$ cat src/kst_pkg.sv
// Shared types and constants for the key event to scancode translator.
`timescale 1ns / 1ps
`default_nettype none

package kst_pkg;

   // Input item kinds
   localparam logic [1:0] KIND_KEY   = 2'd0;
   localparam logic [1:0] KIND_SWEEP = 2'd1;
   localparam logic [1:0] KIND_PASTE = 2'd2;

   // Result kinds
   localparam logic [1:0] OUT_SCAN    = 2'd0;
   localparam logic [1:0] OUT_FORWARD = 2'd1;
   localparam logic [1:0] OUT_PASTE   = 2'd2;

   // Virtual keys with special handling
   localparam logic [7:0] VK_CTRL      = 8'h11;
   localparam logic [7:0] VK_ALT       = 8'h12;
   localparam logic [7:0] VK_LEFT_WIN  = 8'h5B;
   localparam logic [7:0] VK_RIGHT_WIN = 8'h5C;
   localparam logic [7:0] VK_APP_MENU  = 8'h5D;
   localparam logic [7:0] VK_LETTER_V  = 8'h56;
   localparam logic [7:0] VK_IGNORED   = 8'hFF;

   // Scancode bytes
   localparam logic [7:0] CODE_EXT_PREFIX  = 8'hE0;
   localparam logic [7:0] CODE_RELEASE_BIT = 8'h80;
   localparam logic [7:0] CODE_ALT_PRESS   = 8'h38;
   localparam logic [7:0] CODE_ALT_RELEASE = 8'hB8;
   localparam logic [7:0] CODE_CTRL_UP     = 8'h9D;

   localparam logic [7:0] CHAR_NEWLINE = 8'd10;
   localparam logic [2:0] GROUP_LAST   = 3'd7;

   // Held-key table geometry: 255 slots, one spare valid bit for slot 255
   localparam int unsigned SLOT_COUNT = 255;
   localparam int unsigned SLOT_SPACE = 256;

   typedef struct packed {
      logic [1:0] kind;
      logic       hook_skip;
      logic [7:0] virtual_key;
      logic [7:0] scan_byte;
      logic       is_extended;
      logic       is_release;
      logic [2:0] sweep_group;
      logic [7:0] paste_char;
   } req_type;

   typedef struct packed {
      logic [1:0] out_kind;
      logic [7:0] scancode;
      logic       last;
   } rsp_type;

   // Work codes from front to back
   typedef enum logic [2:0] {
      OP_FORWARD,
      OP_WIN,
      OP_KEY,
      OP_SWEEP,
      OP_PASTE
   } op_type;

   typedef struct packed {
      op_type          op;
      logic [7:0]      vk;
      logic [7:0]      sc;
      logic            ext;
      logic            rel;
      logic            altgr;
      logic [2:0]      group;
      logic [2:0][7:0] pad_code;
   } cmd_type;

endpackage

`default_nettype wire

$ cat src/key_event_to_scancode_translator_unit.sv
// Top level of the key event to scancode translator.
//
//   channel   ports                          beat moves when
//   -------   ----------------------------   ---------------------
//   input     push, full, req_payload        push && !full
//   result    empty, pop, rsp_payload        pop && !empty
//
// A key event is written into the command queue at its accepting edge, is
// then loaded into the back end, updates the table (not for forwarded
// events) and then gives its beats. A sweep is loaded, then walks its slots
// up to the last held slot (at most SWEEP_GROUP_SIZE); each held slot adds
// a registered table read and its beats. A paste is loaded, then gives
// 8 beats. Reset clears the held flags; the table itself is not cleared.
// A full result register stalls the back end; the front keeps accepting
// until the two-entry command queue is full.
`timescale 1ns / 1ps
`default_nettype none

module key_event_to_scancode_translator_unit import kst_pkg::*; #(
   parameter int unsigned SWEEP_GROUP_SIZE = 32
) (
   input  logic    clock,
   input  logic    reset,
   input  logic    push,
   output logic    full,
   input  req_type req_payload,
   output logic    empty,
   input  logic    pop,
   output rsp_type rsp_payload
);

   logic    queue_full;
   logic    cmd_push;
   cmd_type cmd_data;
   logic    cmd_valid;
   logic    cmd_pop;
   cmd_type cmd_head;

   kst_front u_front (
      .push        (push),
      .req_payload (req_payload),
      .full        (full),
      .queue_full  (queue_full),
      .cmd_push    (cmd_push),
      .cmd_data    (cmd_data)
   );

   kst_cmd_queue u_queue (
      .clock     (clock),
      .reset     (reset),
      .in_push   (cmd_push),
      .in_data   (cmd_data),
      .in_full   (queue_full),
      .out_valid (cmd_valid),
      .out_pop   (cmd_pop),
      .out_data  (cmd_head)
   );

   kst_back #(
      .SWEEP_GROUP_SIZE (SWEEP_GROUP_SIZE)
   ) u_back (
      .clock       (clock),
      .reset       (reset),
      .cmd_valid   (cmd_valid),
      .cmd_head    (cmd_head),
      .cmd_pop     (cmd_pop),
      .empty       (empty),
      .pop         (pop),
      .rsp_payload (rsp_payload)
   );

endmodule

`default_nettype wire

$ cat src/kst_ram.sv
// Generic RAM: one write port, one read port with registered read data.
`timescale 1ns / 1ps
`default_nettype none

module kst_ram #(
   parameter int unsigned WIDTH = 9,
   parameter int unsigned DEPTH = 255
) (
   input  logic                     clock,
   input  logic                     wr_en,
   input  logic [$clog2(DEPTH)-1:0] wr_addr,
   input  logic [WIDTH-1:0]         wr_data,
   input  logic [$clog2(DEPTH)-1:0] rd_addr,
   output logic [WIDTH-1:0]         rd_data
);

   logic [WIDTH-1:0] mem_ff [DEPTH];
   logic [WIDTH-1:0] rd_data_ff;

   always_ff @(posedge clock) begin
      if (wr_en) begin
         mem_ff[wr_addr] <= wr_data;
      end
      rd_data_ff <= mem_ff[rd_addr];
   end

   assign rd_data = rd_data_ff;

endmodule

`default_nettype wire

$ cat src/kst_front.sv
// Front end: accepts input beats, classifies them and builds work commands.
`timescale 1ns / 1ps
`default_nettype none

module kst_front import kst_pkg::*; (
   input  logic    push,
   input  req_type req_payload,
   output logic    full,
   input  logic    queue_full,
   output logic    cmd_push,
   output cmd_type cmd_data
);

   // Keypad make code for one decimal digit
   function automatic logic [7:0] keypad_code(input logic [3:0] digit);
      logic [7:0] code;
      case (digit)
         4'd0:    code = 8'h52;
         4'd1:    code = 8'h4F;
         4'd2:    code = 8'h50;
         4'd3:    code = 8'h51;
         4'd4:    code = 8'h4B;
         4'd5:    code = 8'h4C;
         4'd6:    code = 8'h4D;
         4'd7:    code = 8'h47;
         4'd8:    code = 8'h48;
         4'd9:    code = 8'h49;
         default: code = 8'h52;
      endcase
      return code;
   endfunction

   logic        keep;
   logic [1:0]  hund;
   logic [7:0]  hund_sub;
   logic [6:0]  rem;
   logic [14:0] tens_prod;
   logic [3:0]  tens;
   logic [6:0]  tens_x10;
   logic [3:0]  units;

   // Decimal split of the pasted character: compare for hundreds,
   // reciprocal multiply for tens (exact below 1029)
   always_comb begin
      if (req_payload.paste_char >= 8'd200) begin
         hund     = 2'd2;
         hund_sub = 8'd200;
      end else if (req_payload.paste_char >= 8'd100) begin
         hund     = 2'd1;
         hund_sub = 8'd100;
      end else begin
         hund     = 2'd0;
         hund_sub = 8'd0;
      end
      rem       = 7'(req_payload.paste_char - hund_sub);
      tens_prod = 15'(rem) * 15'd205;
      tens      = tens_prod[14:11];
      tens_x10  = 7'(tens) * 7'd10;
      units     = 4'(rem - tens_x10);
   end

   // Classification
   always_comb begin
      keep              = 1'b1;
      cmd_data.op       = OP_KEY;
      cmd_data.vk       = req_payload.virtual_key;
      cmd_data.sc       = req_payload.scan_byte;
      cmd_data.ext      = req_payload.is_extended;
      cmd_data.rel      = req_payload.is_release;
      cmd_data.altgr    = (req_payload.virtual_key == VK_ALT) && req_payload.is_extended
                          && !req_payload.is_release;
      cmd_data.group    = req_payload.sweep_group;
      cmd_data.pad_code = {keypad_code(units), keypad_code(tens), keypad_code({2'b00, hund})};
      unique case (req_payload.kind)
         KIND_KEY: begin
            if (req_payload.hook_skip) begin
               cmd_data.op = OP_FORWARD;
            end else if (req_payload.virtual_key == VK_IGNORED) begin
               keep = 1'b0;
            end else if (req_payload.virtual_key == VK_LEFT_WIN
                         || req_payload.virtual_key == VK_RIGHT_WIN) begin
               cmd_data.op = OP_WIN;
            end else if (req_payload.virtual_key == VK_APP_MENU) begin
               cmd_data.op = OP_FORWARD;
            end
         end
         KIND_SWEEP: begin
            cmd_data.op = OP_SWEEP;
         end
         KIND_PASTE: begin
            cmd_data.op = OP_PASTE;
            if (req_payload.paste_char == CHAR_NEWLINE) begin
               keep = 1'b0;
            end
         end
         default: begin
            keep = 1'b0;
         end
      endcase
   end

   // Ignored keys, newline pastes and unused kinds are taken and dropped here
   assign full     = queue_full;
   assign cmd_push = push && !queue_full && keep;

endmodule

`default_nettype wire

$ cat src/kst_cmd_queue.sv
// Two-entry command queue between front and back ends.
`timescale 1ns / 1ps
`default_nettype none

module kst_cmd_queue import kst_pkg::*; (
   input  logic    clock,
   input  logic    reset,
   input  logic    in_push,
   input  cmd_type in_data,
   output logic    in_full,
   output logic    out_valid,
   input  logic    out_pop,
   output cmd_type out_data
);

   cmd_type    entry_ff [2];
   logic       wr_ptr_ff, wr_ptr_in;
   logic       rd_ptr_ff, rd_ptr_in;
   logic [1:0] count_ff, count_in;
   logic       do_push, do_pop;

   assign in_full   = (count_ff == 2'd2);
   assign out_valid = (count_ff != 2'd0);
   assign out_data  = entry_ff[rd_ptr_ff];
   assign do_push   = in_push && !in_full;
   assign do_pop    = out_pop && out_valid;

   // Pointer and fill bookkeeping
   always_comb begin
      wr_ptr_in = do_push ? !wr_ptr_ff : wr_ptr_ff;
      rd_ptr_in = do_pop ? !rd_ptr_ff : rd_ptr_ff;
      count_in  = count_ff;
      if (do_push && !do_pop) begin
         count_in = count_ff + 2'd1;
      end else if (do_pop && !do_push) begin
         count_in = count_ff - 2'd1;
      end
   end

   always_ff @(posedge clock) begin
      if (reset) begin
         wr_ptr_ff <= 1'b0;
         rd_ptr_ff <= 1'b0;
         count_ff  <= 2'd0;
      end else begin
         wr_ptr_ff <= wr_ptr_in;
         rd_ptr_ff <= rd_ptr_in;
         count_ff  <= count_in;
      end
      if (do_push) begin
         entry_ff[wr_ptr_ff] <= in_data;
      end
   end

endmodule

`default_nettype wire

$ cat src/kst_back.sv
// Back end: held-key table, sequencing of scancode beats, result register.
`timescale 1ns / 1ps
`default_nettype none

module kst_back import kst_pkg::*; #(
   parameter int unsigned SWEEP_GROUP_SIZE = 32
) (
   input  logic    clock,
   input  logic    reset,
   input  logic    cmd_valid,
   input  cmd_type cmd_head,
   output logic    cmd_pop,
   output logic    empty,
   input  logic    pop,
   output rsp_type rsp_payload
);

   localparam int unsigned IdxW = (SWEEP_GROUP_SIZE > 1) ? $clog2(SWEEP_GROUP_SIZE) : 1;

   typedef enum logic [3:0] {
      S_IDLE,
      S_FWD,
      S_ALTGR,
      S_KEY,
      S_PASTEREQ,
      S_PFX,
      S_CODE,
      S_SWEEP,
      S_SRD,
      S_PASTE
   } state_type;

   state_type                   state_ff, state_in;
   cmd_type                     cmd_ff, cmd_in;
   logic                        win_held_ff, win_held_in;
   logic [SLOT_SPACE-1:0]       valid_ff, valid_in;
   logic [7:0]                  code_ff, code_in;
   logic                        code_last_ff, code_last_in;
   logic [SWEEP_GROUP_SIZE-1:0] mask_ff, mask_in;
   logic [IdxW-1:0]             idx_ff, idx_in;
   logic [7:0]                  base_ff, base_in;
   logic [2:0]                  step_ff, step_in;
   logic                        rsp_valid_ff, rsp_valid_in;
   rsp_type                     rsp_ff, rsp_in;

   logic                        can_emit;
   logic                        emit;
   rsp_type                     emit_beat;
   logic                        valid_we, valid_set;
   logic [7:0]                  valid_addr;
   logic                        ram_we;
   logic [8:0]                  ram_rd_data;
   logic [7:0]                  slot;
   logic [SWEEP_GROUP_SIZE-1:0] mask_clear;
   logic [10:0]                 base_prod;
   logic [2:0]                  pad_pos;
   logic [7:0]                  pad_byte;

   // Held-key release codes; valid_ff says which slots are held
   kst_ram #(
      .WIDTH (9),
      .DEPTH (SLOT_COUNT)
   ) u_held_ram (
      .clock   (clock),
      .wr_en   (ram_we),
      .wr_addr (cmd_ff.vk),
      .wr_data ({cmd_ff.ext, cmd_ff.sc | CODE_RELEASE_BIT}),
      .rd_addr (slot),
      .rd_data (ram_rd_data)
   );

   assign can_emit   = !rsp_valid_ff || pop;
   assign slot       = base_ff + 8'(idx_ff);
   assign mask_clear = mask_ff & ~(SWEEP_GROUP_SIZE'(1) << idx_ff);
   assign base_prod  = {8'b0, cmd_head.group} * 11'(SWEEP_GROUP_SIZE);

   // Paste beat: Alt down, press/release per digit, Alt up
   always_comb begin
      pad_pos = step_ff - 3'd1;
      case (pad_pos[2:1])
         2'd0:    pad_byte = cmd_ff.pad_code[0];
         2'd1:    pad_byte = cmd_ff.pad_code[1];
         default: pad_byte = cmd_ff.pad_code[2];
      endcase
      if (pad_pos[0]) begin
         pad_byte = pad_byte | CODE_RELEASE_BIT;
      end
      if (step_ff == 3'd0) begin
         pad_byte = CODE_ALT_PRESS;
      end else if (step_ff == 3'd7) begin
         pad_byte = CODE_ALT_RELEASE;
      end
   end

   // Sequencer
   always_comb begin
      state_in     = state_ff;
      cmd_in       = cmd_ff;
      win_held_in  = win_held_ff;
      code_in      = code_ff;
      code_last_in = code_last_ff;
      mask_in      = mask_ff;
      idx_in       = idx_ff;
      base_in      = base_ff;
      step_in      = step_ff;
      cmd_pop      = 1'b0;
      emit         = 1'b0;
      emit_beat    = '{out_kind: OUT_SCAN, scancode: 8'h00, last: 1'b0};
      valid_we     = 1'b0;
      valid_set    = 1'b0;
      valid_addr   = cmd_ff.vk;
      ram_we       = 1'b0;

      unique case (state_ff)
         S_IDLE: begin
            if (cmd_valid) begin
               cmd_pop = 1'b1;
               cmd_in  = cmd_head;
               unique case (cmd_head.op) inside
                  OP_FORWARD, OP_WIN: state_in = S_FWD;
                  OP_KEY:             state_in = cmd_head.altgr ? S_ALTGR : S_KEY;
                  OP_SWEEP: begin
                     base_in = base_prod[7:0];
                     mask_in = valid_ff[base_prod[7:0] +: SWEEP_GROUP_SIZE];
                     idx_in  = '0;
                     if (cmd_head.group == GROUP_LAST) begin
                        win_held_in = 1'b0;
                     end
                     state_in = S_SWEEP;
                  end
                  OP_PASTE: begin
                     step_in  = 3'd0;
                     state_in = S_PASTE;
                  end
                  default: state_in = S_IDLE;
               endcase
            end
         end
         S_FWD: begin
            if (can_emit) begin
               emit      = 1'b1;
               emit_beat = '{out_kind: OUT_FORWARD, scancode: 8'h00, last: 1'b1};
               if (cmd_ff.op == OP_WIN) begin
                  win_held_in = !cmd_ff.rel;
               end
               state_in = S_IDLE;
            end
         end
         S_ALTGR: begin
            // AltGr lets go of Control first
            if (can_emit) begin
               emit       = 1'b1;
               emit_beat  = '{out_kind: OUT_SCAN, scancode: CODE_CTRL_UP, last: 1'b0};
               valid_we   = 1'b1;
               valid_addr = VK_CTRL;
               state_in   = S_KEY;
            end
         end
         S_KEY: begin
            if (cmd_ff.vk == VK_LETTER_V && !cmd_ff.rel && win_held_ff) begin
               state_in = S_PASTEREQ;
            end else if (cmd_ff.rel && !valid_ff[cmd_ff.vk]) begin
               state_in = S_IDLE;
            end else begin
               valid_we     = 1'b1;
               valid_set    = !cmd_ff.rel;
               ram_we       = !cmd_ff.rel;
               code_in      = cmd_ff.rel ? (cmd_ff.sc | CODE_RELEASE_BIT) : cmd_ff.sc;
               code_last_in = 1'b1;
               state_in     = cmd_ff.ext ? S_PFX : S_CODE;
            end
         end
         S_PASTEREQ: begin
            if (can_emit) begin
               emit      = 1'b1;
               emit_beat = '{out_kind: OUT_PASTE, scancode: 8'h00, last: 1'b1};
               state_in  = S_IDLE;
            end
         end
         S_PFX: begin
            if (can_emit) begin
               emit      = 1'b1;
               emit_beat = '{out_kind: OUT_SCAN, scancode: CODE_EXT_PREFIX, last: 1'b0};
               state_in  = S_CODE;
            end
         end
         S_CODE: begin
            if (can_emit) begin
               emit      = 1'b1;
               emit_beat = '{out_kind: OUT_SCAN, scancode: code_ff, last: code_last_ff};
               state_in  = code_last_ff ? S_IDLE : S_SWEEP;
            end
         end
         S_SWEEP: begin
            // One slot per cycle; a held slot starts a table read
            if (mask_ff == '0) begin
               state_in = S_IDLE;
            end else begin
               idx_in = idx_ff + IdxW'(1);
               if (mask_ff[idx_ff]) begin
                  mask_in      = mask_clear;
                  code_last_in = (mask_clear == '0);
                  valid_we     = 1'b1;
                  valid_addr   = slot;
                  state_in     = S_SRD;
               end
            end
         end
         S_SRD: begin
            code_in  = ram_rd_data[7:0];
            state_in = ram_rd_data[8] ? S_PFX : S_CODE;
         end
         S_PASTE: begin
            if (can_emit) begin
               emit      = 1'b1;
               emit_beat = '{out_kind: OUT_SCAN, scancode: pad_byte, last: (step_ff == 3'd7)};
               step_in   = step_ff + 3'd1;
               if (step_ff == 3'd7) begin
                  state_in = S_IDLE;
               end
            end
         end
         default: state_in = S_IDLE;
      endcase
   end

   // Held-slot flags, one write per cycle
   always_comb begin
      valid_in = valid_ff;
      if (valid_we) begin
         valid_in[valid_addr] = valid_set;
      end
   end

   // Result register
   always_comb begin
      rsp_valid_in = rsp_valid_ff && !pop;
      rsp_in       = rsp_ff;
      if (emit) begin
         rsp_valid_in = 1'b1;
         rsp_in       = emit_beat;
      end
   end

   always_ff @(posedge clock) begin
      if (reset) begin
         state_ff     <= S_IDLE;
         win_held_ff  <= 1'b0;
         valid_ff     <= '0;
         rsp_valid_ff <= 1'b0;
      end else begin
         state_ff     <= state_in;
         win_held_ff  <= win_held_in;
         valid_ff     <= valid_in;
         rsp_valid_ff <= rsp_valid_in;
      end
      cmd_ff       <= cmd_in;
      code_ff      <= code_in;
      code_last_ff <= code_last_in;
      mask_ff      <= mask_in;
      idx_ff       <= idx_in;
      base_ff      <= base_in;
      step_ff      <= step_in;
      rsp_ff       <= rsp_in;
   end

   assign empty       = !rsp_valid_ff;
   assign rsp_payload = rsp_ff;

endmodule

`default_nettype wire

$ cat config.mk
export PLATFORM = sky130hd
export DESIGN_NAME = key_event_to_scancode_translator_unit
export DESIGN_NICKNAME = d
export VERILOG_FILES = /design/src/kst_pkg.sv /design/src/key_event_to_scancode_translator_unit.sv /design/src/kst_ram.sv /design/src/kst_front.sv /design/src/kst_cmd_queue.sv /design/src/kst_back.sv
export SDC_FILE = /design/constraint.sdc
export NUM_CORES = 2
export LEC_CHECK = 0
export ABC_AREA = 1
export BUFFER_PORTS_ARGS = -buffer_cell sky130_fd_sc_hd__buf_2
export CORE_MARGIN = 1
export CORE_UTILIZATION = 40
export CTS_CLUSTER_DIAMETER = 40
export DETAILED_ROUTE_END_ITERATION = 12
export MAX_ROUTING_LAYER = met4
export PLACE_DENSITY = 0.62
export SLEW_MARGIN = 0
export SYNTH_ARGS = -nofsm -noshare
export SYNTH_HDL_FRONTEND = slang
export SYNTH_SLANG_ARGS = --single-unit
$ cat constraint.sdc
create_clock -name clock -period 5.9 [get_ports clock]
set_input_delay 0 -clock clock [delete_from_list [all_inputs] [get_ports clock]]
set_output_delay 0 -clock clock [all_outputs]
set_load 0.03 [all_outputs]
# Word level (Yosys, flattened, before mapping)
# Memories as Yosys holds them, arrays and structs flattened. A register that Yosys moved wholly into a read port is not among the register bits.
# Index checks and enable logic that the tools add are counted.
# W data, S select, Z words.
[classes] addsub=8 multipliers=2 n_lt_le_gt_ge=6 n_eq_ne=47 n_shift=2 n_mux=102 bitwise_logic=2 n_reduce_logical=52
[op_table] operator="$bwmux W256" count=1
[op_table] operator="$shiftx A256 B9 Y32" count=1
[op_table] operator="$mux W32" count=4
[op_table] operator="$mux W8" count=9
[op_table] operator="$pmux W11 S6" count=1
[op_table] operator="$logic_not A32 Y1" count=2
[op_table] operator="$pmux W32 S2" count=1
[op_table] operator="$pmux W8 S2" count=3
[op_table] operator="$mux W4" count=11
[op_table] operator="$mux W9" count=4
[op_table] operator="$pmux W4 S9" count=1
[op_table] operator="$mux W1" count=35
[op_table] operator="$and A32 B32 Y32" count=1
[op_table] operator="$eq A8 B7 Y1 const B" count=4
[op_table] operator="$not A32 Y32" count=1
[op_table] operator="$pmux W8 S4" count=1
[op_table] operator="$shl A1 B5 Y32 const A" count=1
[op_table] operator="$ne A2 B1 Y1 const B" count=12
[op_table] operator="$mux W3" count=7
[op_table] operator="$lt A8 B9 Y1 const B" count=2
[op_table] operator="$eq A4 B3 Y1 const B" count=4
[op_table] operator="$pmux W4 S4" count=1
[op_table] operator="$mul A7 B8 Y15 const B" count=1
[op_table] operator="$mux W5" count=3
[op_table] operator="53 further kinds" count=110
[word_totals] regBits=383 ramBits=2138 rom_bits=160 out_inout_bits=13 wordCells=250 memories=4
[mem_list] memory="u_back.u_held_ram.mem_ff" words=255 word_bits=8 rd=1 rd_clocked_by_memory_dff=1 write_ports=1 line="kst_ram.sv:17" rtl="logic [WIDTH-1:0] mem_ff [DEPTH];"
[mem_list] memory="u_queue.entry_ff" words=2 word_bits=49 rd=1 rd_clocked_by_memory_dff=1 write_ports=1 line="kst_cmd_queue.sv:16" rtl="cmd_type entry_ff [2];"
[mem_list] memory="(name not given)" words=16 word_bits=5 rd=1 rd_clocked_by_memory_dff=0 write_ports=0 line="kst_front.sv:17" rtl="case (digit)"
[mem_list] memory="(name not given)" words=16 word_bits=5 rd=1 rd_clocked_by_memory_dff=0 write_ports=0 line="kst_front.sv:17"

# Longest topological paths before layout
[logic_depth] word_depth=10 ltp_mapped=34 depth_no_buf=34

# Modules after synthesis
# A second synthesis with hierarchy kept.
[unflattened] cells_unflattened=11678 hier_area_um2=120984.8
[by_module_without_submodules] module="kst_ram" n_inst=1 cells_each=7816 area_each_um2=93224.4 seq_area_each_um2=69096.3
[by_module_without_submodules] module="kst_back" n_inst=1 cells_each=3381 area_each_um2=21898.5 seq_area_each_um2=8488.1
[by_module_without_submodules] module="kst_cmd_queue" n_inst=1 cells_each=189 area_each_um2=3821.2 seq_area_each_um2=3042.9
[by_module_without_submodules] module="kst_front" n_inst=1 cells_each=292 area_each_um2=2040.7 seq_area_each_um2=0.0

# Worst setup path before layout
# OpenSTA, ideal clock, no wires.
[synth_path] path_type="input port to flip-flop" start="in req_payload[4] in the netlist's numbering" end="mem u_queue.entry_ff[0][20] in the netlist's numbering, data pin" setup_ns=0.169 arrival_ns=5.003 required_time_ns=5.731 slack_ns=0.728 stages=28 n_path_buf=1 cell_sequence="o311ai_0 -> nand2_1 -> nand2_1 -> inv_1 -> ha_1 -> inv_1 -> fa_1 -> nor2_1 -> nor2_1 -> nor2_1 -> xnor2_1 -> ha_1 -> ha_1 -> fa_1 -> inv_1 -> fa_1 -> inv_1 -> ha_1 -> nand2_1 -> o21ai_0 -> nand2_1 -> nand3_1 -> xor2_1 -> xor2_1 -> ha_1 -> buf_1 -> or2_2 -> o21ai_0"
[synth_rtl] item="start: declaration" line="key_event_to_scancode_translator_unit.sv:26" rtl="input req_type req_payload,"
[synth_rtl] item="end: declaration" line="kst_cmd_queue.sv:16"

==> results.toml <==
[timing]
fin_setup_tns_ns = 0
min_period_over_period_pct = 93.04
rsz0062_at_grt = "false"
setup_violations = 0
skew_ns = 0.1066
report.final.hold_viol_count = 0
finalCriticalPeriod_ns = 5.490
fmax_mhz = 182.2
slew_viol_final = 0
tightest_slew_ns = 1.369
slew_headroom_pct = 8.641

[floorplanning]
core-area_mm2 = 0.2682
die_w_um = 521.5
num_rows = 190
die-area_mm2 = 0.2720
ios = 49
die_h_um = 521.5
initial_utilization_pct = 40.26

[drt]
vias = 80420
vias_per_cell = 5.710
drt_wl_total_um = 325100
met2_length_um = 147200
dr_wl_met3_um = 31090
highest-signal-layer = "met4"
drtAntennaViolNets = 0
wl_per_cell_um = 23.08
drt-pass1-iter-count = 6
drc = 0
drtIter0Drc = 10040
met1_length_um = 133400

[critical_path]
crit_top_cell = "inv_1"
cpPeakStageDelay_ns = 0.57
rrSetupSlack_ns = 1.16
path_max_fanout = 6
r2r-start = "u_back.cmd_ff[38]"
required_ns = 6.47
crit_slowest_cell = "dlygate4sd3_1"
cp_data_arrival_time_ns = 6.06
r2r_end = "u_back.valid_ff[225]"
cp-end-kind = "register"
crit_type = "in2reg"
rr_worst_depth = 20
worstSetupStartpointType = "input pin"

[placement]
routabilityCongestion = 0.9275
placed_cells = 13350
portBuffers = 48
dp_hpwl_um = 183500

[grt]
grt_usage_pct = 23.94
overflow = 0
antenna_found_initial = 11
grt_max_degree = 193
grt_first_pass_wirelength_um = 483600
grt_pass1_vias = 76110

[worst_hold_path]
hp-class = "in2reg"
hp-start = "req_payload[1]"
worstHoldPathCells = 7
min_to = "u_queue.entry_ff[0][18]"

[logic_synthesis]
synth_area_mm2 = 0.1080
synth-seq-cells = 2488
synth_top_cell_area_share_pct = 61.56
synth_most_common_cell = "edfxtp_1"
synth_top_cell_by_area = "edfxtp_1"
ys.warnings.count = 0
synthArstFlopShare_pct = 0
synth_cell_types = 55
synth_cells = 10310
synth.avg_cell_area_um2 = 10.47
yosysSeqAreaShare_pct = 66.66
synth_common_cells = "2213 x edfxtp_1, 1801 x nor2_1, 1643 x nand2_1"
syn_nets = 10410
synth_flop_cell = "edfxtp_1"
synth_area_leaders = "edfxtp_1 62%, nor2_1 6.3%, o21ai_0 6.0%"
synth_edf_count = 2213

[final_layout]
n_fill_cell = 24120
drive_gt1_share_pct = 9.334
synthToLayoutAreaGrowth_pct = 15.69
fin_cells = 14080
fin_nets = 10320

[flow_run]
drv_cap = 0

[cts]
cts_root_buffer = "clkbuf_16"
clk_pin_slew_worst_paths_ns = 0.05
cts_tree = "built"
cts.sinks = 2488
cts-buffers-inserted = 362
insertion_delay_ns = 0.88
cts_buffer_depth = 4
cts-htree-levels = 5

[power_and_ir_drop]
p_per_area_mw_per_mm2 = 458.6
irDropWorstVdd_v = 0.0003895
power_leakage_nw = 42.60

[outcome]
status = "finished, final reports clean"
worst max-delay path by stage:
stage | startpoint | endpoint | slack [ns] | cells after the start
2_1_floorplan | req_payload[4] | u_queue.entry_ff[0][20] | 0.73 | 28
3_3_place_gp | req_payload[4] | u_queue.entry_ff[0][17] | 0.07 | 35
3_5_place_dp | req_payload[4] | u_queue.entry_ff[0][17] | 0.23 | 34
4_1_cts | req_payload[3] | u_queue.entry_ff[0][17] | 0.12 | 36
5_1_grt | req_payload[6] | u_queue.entry_ff[0][17] | 0.02 | 37
6_report | req_payload[6] | u_queue.entry_ff[0][19] | 0.41 | 34
what timing repair did:
action                     4_1_cts  5_1_grt
setup buffers                    0        0
resized for setup                0       25
hold buffers                    61        2
hold endpoints to repair       185        2
setup endpoints to repair        0       20
through the flow:
stage / power (W) / utilization, % / hold WS (ns) / instance area [µm²] / worst slack (ns)
floorplan: 0.02994 / - / 0.09887 / 108000 / 0.7282
global placement: 0.03448 / 41.57 / 0.1902 / 111500 / 0.07263
detailed placement: 0.03463 / 41.57 / 0.1929 / 111500 / 0.2331
CTS: 0.05705 / 46.53 / 0.01628 / 124800 / 0.1162
global route: 0.05914 / 46.58 / 0.07643 / 124900 / 0.01929
finish: 0.05728 / 46.58 / 0.06232 / 124900 / 0.4104
routing by layer:
layer	GRT usage, %	vias up
li1	-	36400
met1	31.68	39230
met2	36.16	4064
met3	4.615	732
met4	9.812	0
met5	-	-
worst max-delay path: cells and delay by family:
| family | cells | cell delay, ns |
|---|---|---|
| xor gates and xnor gates | 1 | 0.17 |
| adders and majority gates | 9 | 2.74 |
| and+or+nand+nor | 8 | 0.71 |
| buffers and inverters | 11 | 1.84 |
| AOI/OAI and AO/OA | 5 | 0.58 |
registers in the layout, indices dropped and copies added (netlist names), 2 cells and up, named ones only:
| signal | flops |
|---|---|
| u_back.state_ff | 4 |
| u_queue.entry_ff | 76 |
| u_back.code_ff | 8 |
| u_back.idx_ff | 5 |
| u_back.u_held_ram.rd_data | 8 |
| u_back.base_ff | 3 |
| u_back.u_held_ram.mem_ff | 2040 |
| u_back.valid_ff | 256 |
| u_back.cmd_ff | 34 |
| u_back.step_ff | 3 |
| u_back.rsp_payload | 11 |
| u_back.mask_ff | 32 |
| u_queue.count_ff | 2 |
kinds of logic after synthesis:
family	count (synthesis)	share of synthesized area [%]
flops	2488	66.66
simple gates	4255	16.24
compound gates	2283	11.67
xor+xnor	10	0.08112
buf+inv	1216	4.581
fa+ha+maj	61	0.7696
area by class of cell:
class	instances	area (µm²)	share of cell area, %
timing repair buffer	284	2640	2.114
sequential	2488	71960	57.61
antenna	11	27.53	0.02204
inverter	479	1857	1.487
tap	3552	4444	3.558
clock inverter	249	3207	2.567
multi-input combinational	6609	31270	25.04
clock buffer	412	9494	7.601
placed cells by master (no fill, tap or decap), types with 11 or more instances in the layout:
master,instances
nand2_4,14
ha_1,48
diode_2,11
o22ai_1,523
nand2_1,1623
dlygate4sd3_1,61
clkinv_1,39
clkbuf_8,12
clkinvlp_4,38
o21ai_0,1287
dfxtp_1,275
buf_2,48
clkbuf_1,32
o21ai_1,23
inv_1,431
clkbuf_16,368
inv_2,32
clkinv_4,24
a221oi_1,36
nand4_1,230
nand3_1,480
o211ai_1,41
inv_6,36
edfxtp_1,2213
clkinv_2,48
nor2_4,17
buf_12,38
nor2_1,1790
a22o_1,34
nand2_2,30
nor2_2,26
a21oi_1,276
nor3_1,12
buf_4,137
bufinv_16,60
a31oi_1,22
power breakdown:
part | total [W] | switching, W | internal (W)
combinational | 0.0127 | 0.00986 | 0.00280
sequential | 0.0221 | 0.000262 | 0.0219
clock | 0.0225 | 0.00821 | 0.0143
total | 0.0573 | 0.0183 | 0.0390
No activity file was read; power rests on OpenSTA's default activity.
